File: config.mk
export PLATFORM = sky130hd
export DESIGN_NAME = srecord_line_parser_flat
export DESIGN_NICKNAME = d
export VERILOG_FILES = /design/src/rtl/core/srp_pkg.sv /design/src/rtl/core/srp_if.sv /design/src/rtl/core/srp_front.sv /design/src/rtl/core/srp_fifo.sv /design/src/rtl/core/srp_back.sv /design/src/rtl/core/srecord_line_parser.sv /design/src/flat_wrapper.sv
export SDC_FILE = /design/constraint.sdc
export NUM_CORES = 1
export LEC_CHECK = 0
export BUFFER_PORTS_ARGS = -buffer_cell sky130_fd_sc_hd__clkbuf_2
export CORE_UTILIZATION = 60
export DETAILED_ROUTE_END_ITERATION = 8
export GPL_TIMING_DRIVEN = 0
export PLACE_DENSITY = 0.8
export SYNTH_ARGS = -nofsm -noshare
export SYNTH_HDL_FRONTEND = slang
export SYNTH_HIERARCHICAL = 1
export SYNTH_SLANG_ARGS = --single-unit
File: constraint.sdc
create_clock -name clk -period 5.95 [get_ports clk]
set_input_delay 0.595 -clock clk [delete_from_list [all_inputs] [get_ports clk]]
set_output_delay 0.595 -clock clk [all_outputs]
set_load 0.005 [all_outputs]
File: src/rtl/core/srp_pkg.sv
// Shared types, codes and helpers for the S-record line parser.
// No dependencies; srp_front, srp_fifo, srp_back and srecord_line_parser use it.
`default_nettype none

package srp_pkg;

  localparam logic [1:0] KIND_DATA   = 2'd0;
  localparam logic [1:0] KIND_ACCEPT = 2'd1;
  localparam logic [1:0] KIND_REJECT = 2'd2;

  localparam logic [2:0] ST_OK        = 3'd0;
  localparam logic [2:0] ST_NO_S      = 3'd1;
  localparam logic [2:0] ST_BAD_TYPE  = 3'd2;
  localparam logic [2:0] ST_BAD_HEX   = 3'd3;
  localparam logic [2:0] ST_BAD_COUNT = 3'd4;
  localparam logic [2:0] ST_LENGTH    = 3'd5;
  localparam logic [2:0] ST_HDR_ADDR  = 3'd6;
  localparam logic [2:0] ST_CHECKSUM  = 3'd7;

  localparam logic [7:0] CHAR_S    = 8'h53;
  localparam logic [9:0] POS_MAX   = 10'd1023;
  localparam logic [7:0] SUM_OK    = 8'hFF;
  localparam logic [7:0] MIN_COUNT = 8'd3;

  typedef struct packed {
    logic       eol;
    logic       is_space;
    logic       is_s;
    logic       type_ok;
    logic       hex_ok;
    logic [3:0] nib;
  } entry_t;

  function automatic logic [2:0] addr_bytes(input logic [3:0] t);
    logic [2:0] r;
    r = 3'd2;
    case (t)
      4'd2, 4'd6, 4'd8: r = 3'd3;
      4'd3, 4'd7:       r = 3'd4;
      default:          r = 3'd2;
    endcase
    return r;
  endfunction

endpackage

`default_nettype wire

File: src/rtl/core/srp_if.sv
// Valid/ready channel interfaces for the S-record line parser.
// Character input channel and result channel; no dependencies.
`default_nettype none

interface srp_in_if;
  logic       valid;
  logic       ready;
  logic [7:0] character;
  logic       end_of_line;

  modport source (output valid, output character, output end_of_line, input ready);
  modport sink   (input valid, input character, input end_of_line, output ready);
endinterface

interface srp_out_if;
  logic        valid;
  logic        ready;
  logic [1:0]  kind;
  logic [7:0]  data_byte;
  logic [7:0]  byte_offset;
  logic [3:0]  record_type;
  logic [31:0] load_address;
  logic [2:0]  status;

  modport source (output valid, output kind, output data_byte, output byte_offset,
                  output record_type, output load_address, output status, input ready);
  modport sink   (input valid, input kind, input data_byte, input byte_offset,
                  input record_type, input load_address, input status, output ready);
endinterface

`default_nettype wire

File: src/rtl/core/srp_front.sv
// Front end: accept characters and classify them into queue entries.
// Depends on srp_pkg and srp_in_if.
`default_nettype none

module srp_front (
  srp_in_if.sink          in_chan,
  input  wire logic       q_full,
  output logic            q_push,
  output srp_pkg::entry_t q_entry
);

  logic [7:0] c;

  assign c = in_chan.character;
  assign in_chan.ready = !q_full;
  assign q_push = in_chan.valid && !q_full;

  always_comb begin
    q_entry          = '0;
    q_entry.eol      = in_chan.end_of_line;
    q_entry.is_space = (c == 8'h20) || (c >= 8'h09 && c <= 8'h0D);
    q_entry.is_s     = (c == srp_pkg::CHAR_S);
    q_entry.type_ok  = (c >= 8'h30) && (c <= 8'h39) && (c != 8'h34);
    if (c >= 8'h30 && c <= 8'h39) begin
      q_entry.hex_ok = 1'b1;
      q_entry.nib    = c[3:0];
    end else if ((c >= 8'h41 && c <= 8'h46) || (c >= 8'h61 && c <= 8'h66)) begin
      q_entry.hex_ok = 1'b1;
      q_entry.nib    = c[3:0] + 4'd9;
    end
  end

endmodule

`default_nettype wire

File: src/rtl/core/srp_fifo.sv
// Short queue of classified characters between front and back end.
// Depends on srp_pkg.
`default_nettype none

module srp_fifo #(
  parameter int DEPTH = 4
) (
  input  wire logic             clk,
  input  wire logic             rst_n,
  input  wire logic             push,
  input  wire srp_pkg::entry_t  push_entry,
  output logic                  full,
  input  wire logic             pop,
  output logic                  q_valid,
  output srp_pkg::entry_t       q_entry
);

  localparam int IW = (DEPTH > 1) ? $clog2(DEPTH) : 1;
  localparam int CW = $clog2(DEPTH + 1);
  localparam logic [IW-1:0] LAST = IW'(DEPTH - 1);
  localparam logic [CW-1:0] FULL_CNT = CW'(DEPTH);

  srp_pkg::entry_t mem_r [DEPTH];
  logic [IW-1:0] wr_ptr_r, wr_ptr_nxt, rd_ptr_r, rd_ptr_nxt;
  logic [CW-1:0] count_r, count_nxt;

  assign full    = (count_r == FULL_CNT);
  assign q_valid = (count_r != '0);
  assign q_entry = mem_r[rd_ptr_r];

  always_comb begin
    wr_ptr_nxt = wr_ptr_r;
    rd_ptr_nxt = rd_ptr_r;
    count_nxt  = count_r;
    if (push) begin
      wr_ptr_nxt = (wr_ptr_r == LAST) ? '0 : wr_ptr_r + 1'b1;
    end
    if (pop) begin
      rd_ptr_nxt = (rd_ptr_r == LAST) ? '0 : rd_ptr_r + 1'b1;
    end
    if (push && !pop) begin
      count_nxt = count_r + 1'b1;
    end else if (pop && !push) begin
      count_nxt = count_r - 1'b1;
    end
  end

  always_ff @(posedge clk) begin
    if (!rst_n) begin
      wr_ptr_r <= '0;
      rd_ptr_r <= '0;
      count_r  <= '0;
    end else begin
      wr_ptr_r <= wr_ptr_nxt;
      rd_ptr_r <= rd_ptr_nxt;
      count_r  <= count_nxt;
    end
  end

  always_ff @(posedge clk) begin
    if (push) begin
      mem_r[wr_ptr_r] <= push_entry;
    end
  end

endmodule

`default_nettype wire

File: src/rtl/core/srp_back.sv
// Back end: line state, field checks, data byte and verdict output register.
// Depends on srp_pkg and srp_out_if.
`default_nettype none

module srp_back (
  input  wire logic            clk,
  input  wire logic            rst_n,
  input  wire logic            q_valid,
  input  wire srp_pkg::entry_t q_entry,
  output logic                 q_pop,
  srp_out_if.source            out_chan
);

  logic [9:0]  pos_r, pos_nxt;
  logic [3:0]  high_r, high_nxt;
  logic [7:0]  count_r, count_nxt;
  logic [3:0]  type_r, type_nxt;
  logic [31:0] addr_r, addr_nxt;
  logic [7:0]  sum_r, sum_nxt;
  logic [2:0]  err_r, err_nxt;
  logic [7:0]  didx_r, didx_nxt;
  logic        started_r, started_nxt;
  logic        trail_r, trail_nxt;

  logic        ov_r, ov_nxt;
  logic [1:0]  kind_r, kind_nxt;
  logic [7:0]  byte_r, byte_nxt;
  logic [7:0]  offs_r, offs_nxt;
  logic [3:0]  rtype_r, rtype_nxt;
  logic [31:0] laddr_r, laddr_nxt;
  logic [2:0]  stat_r, stat_nxt;

  logic [2:0]  abytes;
  logic [3:0]  need;
  logic [9:0]  pm3;
  logic [8:0]  bn;
  logic [7:0]  cur_byte;
  logic [9:0]  line_len;
  logic [2:0]  verdict;

  assign q_pop    = q_valid && (!ov_r || out_chan.ready);
  assign abytes   = srp_pkg::addr_bytes(type_r);
  assign need     = (type_r <= 4'd3) ? {1'b0, abytes} + 4'd2 : {1'b0, abytes} + 4'd1;
  assign pm3      = pos_r - 10'd3;
  assign bn       = pm3[9:1];
  assign cur_byte = {high_r, q_entry.nib};
  assign line_len = 10'd4 + {1'b0, count_r, 1'b0};

  always_comb begin
    verdict = err_r;
    if (err_r == srp_pkg::ST_OK) begin
      if (pos_r != line_len) begin
        verdict = srp_pkg::ST_LENGTH;
      end else if ((type_r <= 4'd3) ? (count_r < {4'd0, need}) : (count_r != {4'd0, need})) begin
        verdict = srp_pkg::ST_LENGTH;
      end else if (sum_r != srp_pkg::SUM_OK) begin
        verdict = srp_pkg::ST_CHECKSUM;
      end
    end
  end

  always_comb begin
    pos_nxt     = pos_r;
    high_nxt    = high_r;
    count_nxt   = count_r;
    type_nxt    = type_r;
    addr_nxt    = addr_r;
    sum_nxt     = sum_r;
    err_nxt     = err_r;
    didx_nxt    = didx_r;
    started_nxt = started_r;
    trail_nxt   = trail_r;
    ov_nxt      = ov_r && !out_chan.ready;
    kind_nxt    = kind_r;
    byte_nxt    = byte_r;
    offs_nxt    = offs_r;
    rtype_nxt   = rtype_r;
    laddr_nxt   = laddr_r;
    stat_nxt    = stat_r;
    if (q_pop) begin
      if (q_entry.eol) begin
        if (started_r) begin
          ov_nxt    = 1'b1;
          kind_nxt  = (verdict == srp_pkg::ST_OK) ? srp_pkg::KIND_ACCEPT
                                                  : srp_pkg::KIND_REJECT;
          byte_nxt  = 8'd0;
          offs_nxt  = didx_r;
          rtype_nxt = type_r;
          laddr_nxt = addr_r;
          stat_nxt  = verdict;
        end
        pos_nxt     = '0;
        high_nxt    = '0;
        count_nxt   = '0;
        type_nxt    = '0;
        addr_nxt    = '0;
        sum_nxt     = '0;
        err_nxt     = srp_pkg::ST_OK;
        didx_nxt    = '0;
        started_nxt = 1'b0;
        trail_nxt   = 1'b0;
      end else if (q_entry.is_space) begin
        if (started_r) begin
          trail_nxt = 1'b1;
        end
      end else begin
        started_nxt = 1'b1;
        if (trail_r) begin
          if (err_nxt == srp_pkg::ST_OK) begin
            err_nxt = (pos_r == 10'd1) ? srp_pkg::ST_BAD_TYPE : srp_pkg::ST_BAD_HEX;
          end
          trail_nxt = 1'b0;
        end
        if (pos_r != srp_pkg::POS_MAX) begin
          pos_nxt = pos_r + 10'd1;
        end
        if (pos_r == 10'd0) begin
          if (!q_entry.is_s && err_nxt == srp_pkg::ST_OK) begin
            err_nxt = srp_pkg::ST_NO_S;
          end
        end else if (pos_r == 10'd1) begin
          if (q_entry.type_ok) begin
            type_nxt = q_entry.nib;
          end else if (err_nxt == srp_pkg::ST_OK) begin
            err_nxt = srp_pkg::ST_BAD_TYPE;
          end
        end else if (!q_entry.hex_ok) begin
          if (err_nxt == srp_pkg::ST_OK) begin
            err_nxt = srp_pkg::ST_BAD_HEX;
          end
        end else if (!pos_r[0]) begin
          high_nxt = q_entry.nib;
        end else begin
          sum_nxt = sum_r + cur_byte;
          if (bn == 9'd0) begin
            count_nxt = cur_byte;
            if (cur_byte < srp_pkg::MIN_COUNT && err_nxt == srp_pkg::ST_OK) begin
              err_nxt = srp_pkg::ST_BAD_COUNT;
            end
          end else if (bn <= {6'd0, abytes}) begin
            addr_nxt = {addr_r[23:0], cur_byte};
            if (bn == {6'd0, abytes} && type_r == 4'd0 && addr_nxt != '0
                && err_nxt == srp_pkg::ST_OK) begin
              err_nxt = srp_pkg::ST_HDR_ADDR;
            end
          end else if (type_r <= 4'd3 && bn < {1'b0, count_r}
                       && err_nxt == srp_pkg::ST_OK) begin
            ov_nxt    = 1'b1;
            kind_nxt  = srp_pkg::KIND_DATA;
            byte_nxt  = cur_byte;
            offs_nxt  = didx_r;
            rtype_nxt = type_r;
            laddr_nxt = addr_r;
            stat_nxt  = srp_pkg::ST_OK;
            didx_nxt  = didx_r + 8'd1;
          end
        end
      end
    end
  end

  always_ff @(posedge clk) begin
    if (!rst_n) begin
      pos_r     <= '0;
      high_r    <= '0;
      count_r   <= '0;
      type_r    <= '0;
      addr_r    <= '0;
      sum_r     <= '0;
      err_r     <= srp_pkg::ST_OK;
      didx_r    <= '0;
      started_r <= 1'b0;
      trail_r   <= 1'b0;
      ov_r      <= 1'b0;
    end else begin
      pos_r     <= pos_nxt;
      high_r    <= high_nxt;
      count_r   <= count_nxt;
      type_r    <= type_nxt;
      addr_r    <= addr_nxt;
      sum_r     <= sum_nxt;
      err_r     <= err_nxt;
      didx_r    <= didx_nxt;
      started_r <= started_nxt;
      trail_r   <= trail_nxt;
      ov_r      <= ov_nxt;
    end
  end

  always_ff @(posedge clk) begin
    kind_r  <= kind_nxt;
    byte_r  <= byte_nxt;
    offs_r  <= offs_nxt;
    rtype_r <= rtype_nxt;
    laddr_r <= laddr_nxt;
    stat_r  <= stat_nxt;
  end

  assign out_chan.valid        = ov_r;
  assign out_chan.kind         = kind_r;
  assign out_chan.data_byte    = byte_r;
  assign out_chan.byte_offset  = offs_r;
  assign out_chan.record_type  = rtype_r;
  assign out_chan.load_address = laddr_r;
  assign out_chan.status       = stat_r;

endmodule

`default_nettype wire

File: src/rtl/core/srecord_line_parser.sv
// S-record line parser: one ASCII character per transaction in, data bytes
// and a per-line verdict out. Depends on srp_pkg, srp_if, srp_front,
// srp_fifo and srp_back.
//
// in_chan carries one character per transaction; end_of_line marks the
// transaction that closes a line (its character is ignored). out_chan
// carries a tentative data byte (kind data) for every data byte of a record
// of type 0 to 3 while the line is still clean, and one verdict (accepted
// or rejected with status) per nonblank line. Blank lines give nothing.
// Throughput is one character per cycle. A character is classified on entry
// and written into a QUEUE_DEPTH-entry queue; the back end takes one entry
// per cycle and registers any result, which passes the queue entry and then
// the result register before it is visible. When the receiver stalls, the
// result register holds, the back end stops taking entries, and
// in_chan.ready drops once the queue is full. Reset empties the queue,
// clears the line state and drops out_chan.valid; no warm-up is needed.
`default_nettype none

module srecord_line_parser #(
  parameter int QUEUE_DEPTH = 4
) (
  input  wire logic  clk,
  input  wire logic  rst_n,
  srp_in_if.sink     in_chan,
  srp_out_if.source  out_chan
);

  logic            push, full, pop, q_valid;
  srp_pkg::entry_t push_entry, q_entry;

  srp_front u_front (
    .in_chan (in_chan),
    .q_full  (full),
    .q_push  (push),
    .q_entry (push_entry)
  );

  srp_fifo #(
    .DEPTH (QUEUE_DEPTH)
  ) u_fifo (
    .clk        (clk),
    .rst_n      (rst_n),
    .push       (push),
    .push_entry (push_entry),
    .full       (full),
    .pop        (pop),
    .q_valid    (q_valid),
    .q_entry    (q_entry)
  );

  srp_back u_back (
    .clk      (clk),
    .rst_n    (rst_n),
    .q_valid  (q_valid),
    .q_entry  (q_entry),
    .q_pop    (pop),
    .out_chan (out_chan)
  );

`ifndef NO_ASSERTIONS
  a_data_ok: assert property (@(posedge clk) disable iff (!rst_n)
    out_chan.valid && out_chan.kind == srp_pkg::KIND_DATA |-> out_chan.status == srp_pkg::ST_OK)
    else $error("data byte carries a nonzero status");

  a_verdict: assert property (@(posedge clk) disable iff (!rst_n)
    out_chan.valid && out_chan.kind != srp_pkg::KIND_DATA
    |-> ((out_chan.kind == srp_pkg::KIND_ACCEPT) == (out_chan.status == srp_pkg::ST_OK)))
    else $error("verdict kind disagrees with status");

  a_full_queue: assert property (@(posedge clk) disable iff (!rst_n)
    !in_chan.ready |-> q_valid)
    else $error("input stalled with an empty queue");

  a_no_pop_empty: assert property (@(posedge clk) disable iff (!rst_n)
    pop |-> q_valid)
    else $error("queue popped while empty");
`endif

endmodule

`default_nettype wire
File: src/flat_wrapper.sv
// flat-port wrapper written by rule: the top's interface ports become plain ports
module srecord_line_parser_flat 
#(
  parameter int QUEUE_DEPTH = 4
)
  (clk, rst_n, in_chan_valid, in_chan_character, in_chan_end_of_line, in_chan_ready, out_chan_valid, out_chan_kind, out_chan_data_byte, out_chan_byte_offset, out_chan_record_type, out_chan_load_address, out_chan_status, out_chan_ready);
  srp_in_if in_chan_i ();
  srp_out_if out_chan_i ();
  input  wire logic clk;
  input  wire logic rst_n;
  input wire logic [$bits(in_chan_i.valid)-1:0] in_chan_valid;
  input wire logic [$bits(in_chan_i.character)-1:0] in_chan_character;
  input wire logic [$bits(in_chan_i.end_of_line)-1:0] in_chan_end_of_line;
  output wire logic [$bits(in_chan_i.ready)-1:0] in_chan_ready;
  output wire logic [$bits(out_chan_i.valid)-1:0] out_chan_valid;
  output wire logic [$bits(out_chan_i.kind)-1:0] out_chan_kind;
  output wire logic [$bits(out_chan_i.data_byte)-1:0] out_chan_data_byte;
  output wire logic [$bits(out_chan_i.byte_offset)-1:0] out_chan_byte_offset;
  output wire logic [$bits(out_chan_i.record_type)-1:0] out_chan_record_type;
  output wire logic [$bits(out_chan_i.load_address)-1:0] out_chan_load_address;
  output wire logic [$bits(out_chan_i.status)-1:0] out_chan_status;
  input wire logic [$bits(out_chan_i.ready)-1:0] out_chan_ready;
  assign in_chan_i.valid = in_chan_valid;
  assign in_chan_i.character = in_chan_character;
  assign in_chan_i.end_of_line = in_chan_end_of_line;
  assign in_chan_ready = in_chan_i.ready;
  assign out_chan_valid = out_chan_i.valid;
  assign out_chan_kind = out_chan_i.kind;
  assign out_chan_data_byte = out_chan_i.data_byte;
  assign out_chan_byte_offset = out_chan_i.byte_offset;
  assign out_chan_record_type = out_chan_i.record_type;
  assign out_chan_load_address = out_chan_i.load_address;
  assign out_chan_status = out_chan_i.status;
  assign out_chan_i.ready = out_chan_ready;
  srecord_line_parser #(.QUEUE_DEPTH(QUEUE_DEPTH)) u_core (.clk(clk), .rst_n(rst_n), .in_chan(in_chan_i), .out_chan(out_chan_i));
endmodule
==> flow_metrics.py <==
metrics = {
    "clocking": {
        "cts_tree": "done",
        "cts-buffers-inserted": 17,
        "post_cts_buffers": 0,
        "ctsHoldBuffers": 0,
        "h-tree-depth": 4,
        "root_buffer": "clkbuf_16",
        "cts.repair.resized": 0,
        "cts_buffer_depth": 2,
        "cts.clk_slew.worst_paths_ps": 70,
        "clkLatencyLatePin_ps": 430,
        "cts_sinks": 182,
    },
    "critical_path": {
        "cpPeakStageDelay_ps": 690,
        "path_cells": "ha_1 > buf_1 > nor2_1 > xnor2_1 > ha_1 > a21oi_1 > nand4_1 > a31oi_1 > o211ai_1 > a211oi_1 > o22a_2 > buf_12",
        "rr_endpoint": "u_core/u_back/out_chan.load_address[20]$_DFFE_PP_",
        "worst-r2r-cell-count": 12,
        "crit_required_ps": 6080,
        "r2r-start": "u_core/u_back/pos_r[0]$_SDFFE_PN0P_",
        "worstPathMaxFanout": 31,
        "crit_path_end": "u_core/u_back/out_chan.load_address[20]$_DFFE_PP_",
        "worstPathArrival_ps": 4600,
        "cp-start-kind": "flop",
        "reg2reg_setup_slack_ps": 1480,
        "critPathSlowestCell": "o22a_2",
        "critPathLaunch": "u_core/u_back/pos_r[0]$_SDFFE_PN0P_",
        "crit_path_end_kind": "flop",
        "path_common_cell": "ha_1",
        "crit_type": "reg -> reg",
    },
    "yosys": {
        "synth_edf_count": 93,
        "synth_fp_nets": 814,
        "yosysSeqAreaShare": 0.523,
        "ys.flop_type": "edfxtp_1",
        "netlist_instances": 758,
        "ys_warn_count": 6,
        "ys_async_sr_fraction": 0,
        "synth-seq-cells": 182,
        "yosys.cell_types.count": 79,
        "syn_area_um2": 8750,
        "synth_area_per_cell_um2": 11.5,
    },
    "timing": {
        "fin_tns_setup_ps": 0,
        "worst_pin_slew_ps": 1060,
        "rsz0062_at_grt": "false",
        "fmax_mhz": 224,
        "post-route-period-util": 0.752,
        "hold_viol": 0,
        "maxSlewViolCount": 0,
        "skew_ps": 9.73,
        "worst_slack_ps": 1480,
        "slew_headroom": 0.288,
        "fin_crit_ps": 4470,
        "setup_viol": 0,
    },
    "floorplanning": {
        "die_w_um": 123,
        "initial_utilization": 0.623,
        "coreArea_um2": 14000,
        "die_h_um": 123,
        "num_rows": 43,
        "dieArea_um2": 15100,
        "pin_count": 72,
    },
    "cells_and_area": {
        "drive_gt1_frac": 0.187,
        "nets": 903,
        "area_delta_synth_final_pct": 13.4,
        "instances_no_fill": 1040,
        "fin_area_um2": 9920,
        "diodes": 0,
    },
    "global_routing": {
        "grt_overflow": 0,
        "grt_max_degree": 32,
        "antenna_found_initial": 0,
        "grt.total_usage": 0.268,
        "grt_pass1_wl_um": 30500,
        "first_global_vias": 6101,
    },
    "outcome": {
        "status": "complete, no violations",
    },
    "power_and_ir_drop": {
        "power.density_nw_per_um2": 380,
        "design_power_total_uw": 3770,
        "irDropWorstVdd_v": 0.000305,
        "p_leak_uw": 0.00369,
    },
    "detailed_routing": {
        "dr.pass1.iters": 5,
        "vias": 6404,
        "vias_per_cell": 6.16,
        "drt_iter0_drc": 625,
        "drc": 0,
        "post_drt_wl_per_cell_um": 18.4,
        "ant_nets": 0,
        "totalWireLength_um": 19100,
    },
    "placed_design": {
        "dp_hpwl_um": 14000,
        "pre_cts_ws_ps": 1580,
        "dpl.cell_count": 1008,
        "placed_cell_area_um2": 9340,
        "portBuffers": 69,
        "gp_congestion": 0.896,
    },
    "min_path": {
        "hold_path.class": "in -> reg",
    },
    "run": {
        "cap_violations": 0,
    },
}
per-stage QoR:
stage,hold slack (ps),util
detailed placement,421,0.665
global placement,418,0.664
global route,351,0.706
floorplan,409,-
CTS,347,0.706
finish,364,0.706
placed cells by master (no fill, tap or decap), types with 4 or more instances in the layout:
cell       count
a2111oi_0      9
a21boi_0       5
a21boi_1       6
a21oi_1       22
a22o_1        32
a22oi_1        7
and2_1        12
and4_1         4
buf_2         15
buf_6          4
clkbuf_1      12
clkbuf_16     17
clkbuf_2      70
dfxtp_1       89
edfxtp_1      93
ha_1          41
inv_1         34
mux2i_1       20
mux4_2         9
nand2_1       43
nand2b_1      10
nand3_1       21
nand3b_1       6
nand4_1       14
nor2_1        35
nor2b_1       31
nor3_1        22
nor3b_1        7
nor4_1        13
o21a_1         9
o21ai_0       15
o21ai_1        4
o21bai_1       5
or3_1          5
or3_2          4
xnor2_1       23
xor2_1        10
final cells by class:
cell class                 count  area, µm²
sequential                   182       4570
clock buffer                  18        439
tap                          180        225
timing repair buffer          70        365
fill                         978       4120
multi-input combinational    507       3860
inverter                      34        128
clock inverter                14        140
buffer                        35        189
cell usage after synthesis, types with 3 or more instances:
master / n / area share
buf_6: 4 / 0.0051
nor4_1: 13 / 0.0093
a31oi_1: 3 / 0.0021
a21boi_0: 5 / 0.0043
or3_2: 4 / 0.0034
xnor2_1: 23 / 0.023
nor2_1: 35 / 0.015
nor3_1: 22 / 0.013
edfxtp_1: 93 / 0.32
inv_1: 34 / 0.015
nor3_2: 3 / 0.0034
buf_2: 15 / 0.0086
nor2b_1: 31 / 0.022
o21ai_1: 4 / 0.0023
and2_1: 12 / 0.0086
mux4_2: 9 / 0.023
a21oi_1: 22 / 0.013
a22o_1: 32 / 0.032
xor2_1: 10 / 0.010
nor3b_1: 7 / 0.0060
o21ai_0: 15 / 0.0086
o21a_1: 9 / 0.0077
clkbuf_1: 12 / 0.0051
nand4b_1: 3 / 0.0030
o21bai_1: 5 / 0.0043
o311a_1: 3 / 0.0034
and4_1: 4 / 0.0040
mux2i_1: 20 / 0.023
dfxtp_1: 89 / 0.20
nand3_1: 21 / 0.012
a22oi_1: 7 / 0.0060
nand3b_1: 6 / 0.0051
o211ai_1: 3 / 0.0026
nand2b_1: 10 / 0.0072
or2_2: 3 / 0.0021
nand4_1: 14 / 0.010
ha_1: 41 / 0.059
a21boi_1: 6 / 0.0051
or3_1: 5 / 0.0036
a21o_1: 3 / 0.0026
nand2_1: 43 / 0.018
a2111oi_0: 9 / 0.0090
worst min-delay path by stage:
stage | slack, ps | depth (start not counted) | end | from
after floorplan | 410 | 0 | u_core/u_back/out_chan.load_address[24]$_DFFE_PP_ | u_core/u_back/addr_r[24]$_SDFFE_PN0P_
after global placement | 420 | 0 | u_core/u_back/out_chan.load_address[25]$_DFFE_PP_ | u_core/u_back/addr_r[25]$_SDFFE_PN0P_
after detailed placement | 420 | 0 | u_core/u_back/out_chan.load_address[24]$_DFFE_PP_ | u_core/u_back/addr_r[24]$_SDFFE_PN0P_
after CTS | 350 | 1 | u_core/u_fifo/mem_r[0][8]$_DFFE_PP_ | in_chan_end_of_line
after global routing | 350 | 1 | u_core/u_fifo/mem_r[2][8]$_DFFE_PP_ | in_chan_end_of_line
final | 360 | 1 | u_core/u_fifo/mem_r[3][8]$_DFFE_PP_ | in_chan_end_of_line
critical path, delay by kind of cell (launching register included):
kind                     cells  cell delay [ps]
AO/OA/AOI/OAI                5             2000
buffers and inverters        2              710
adder cells (fa/ha/maj)      2              540
flip-flops                   1              410
XOR/XNOR                     1              240
AND/OR/NAND/NOR              2              220
power breakdown:
part	internal, µW	total (µW)	leakage (µW)	switching [µW]
Combinational	381	1060	0.00184	676
Clock	565	1070	0.000279	507
Sequential	1560	1640	0.00157	82.8
cell families after synthesis:
logic type,share of synthesized area
AOI/OAI and AO/OA,0.137
xor gates and xnor gates,0.0330
and+or+nand+nor,0.160
DFF,0.523
muxes,0.0473
buffers and inverters,0.0362
adders and majority gates,0.0632
per-layer routing:
layer,vias up,track usage,wire (µm)
met5,-,0,0
met4,0,0.110,361
met3,40,0.0660,1240
met2,260,0.457,9640
met1,3091,0.324,7890
li1,3013,-,-
flip-flops by register name (all words and copies together), names as in the netlist, 8 cells and up, named ones only:
name,flops
u_core/u_back/out_chan.byte_offset,8
u_core/u_back/didx_r,8
u_core/u_back/addr_r,32
u_core/u_back/out_chan.data_byte,8
u_core/u_back/count_r,8
u_core/u_back/pos_r,10
u_core/u_fifo/mem_r,36
u_core/u_back/out_chan.load_address,32
u_core/u_back/sum_r,8
Note: power is estimated with default switching activity, not from simulation.
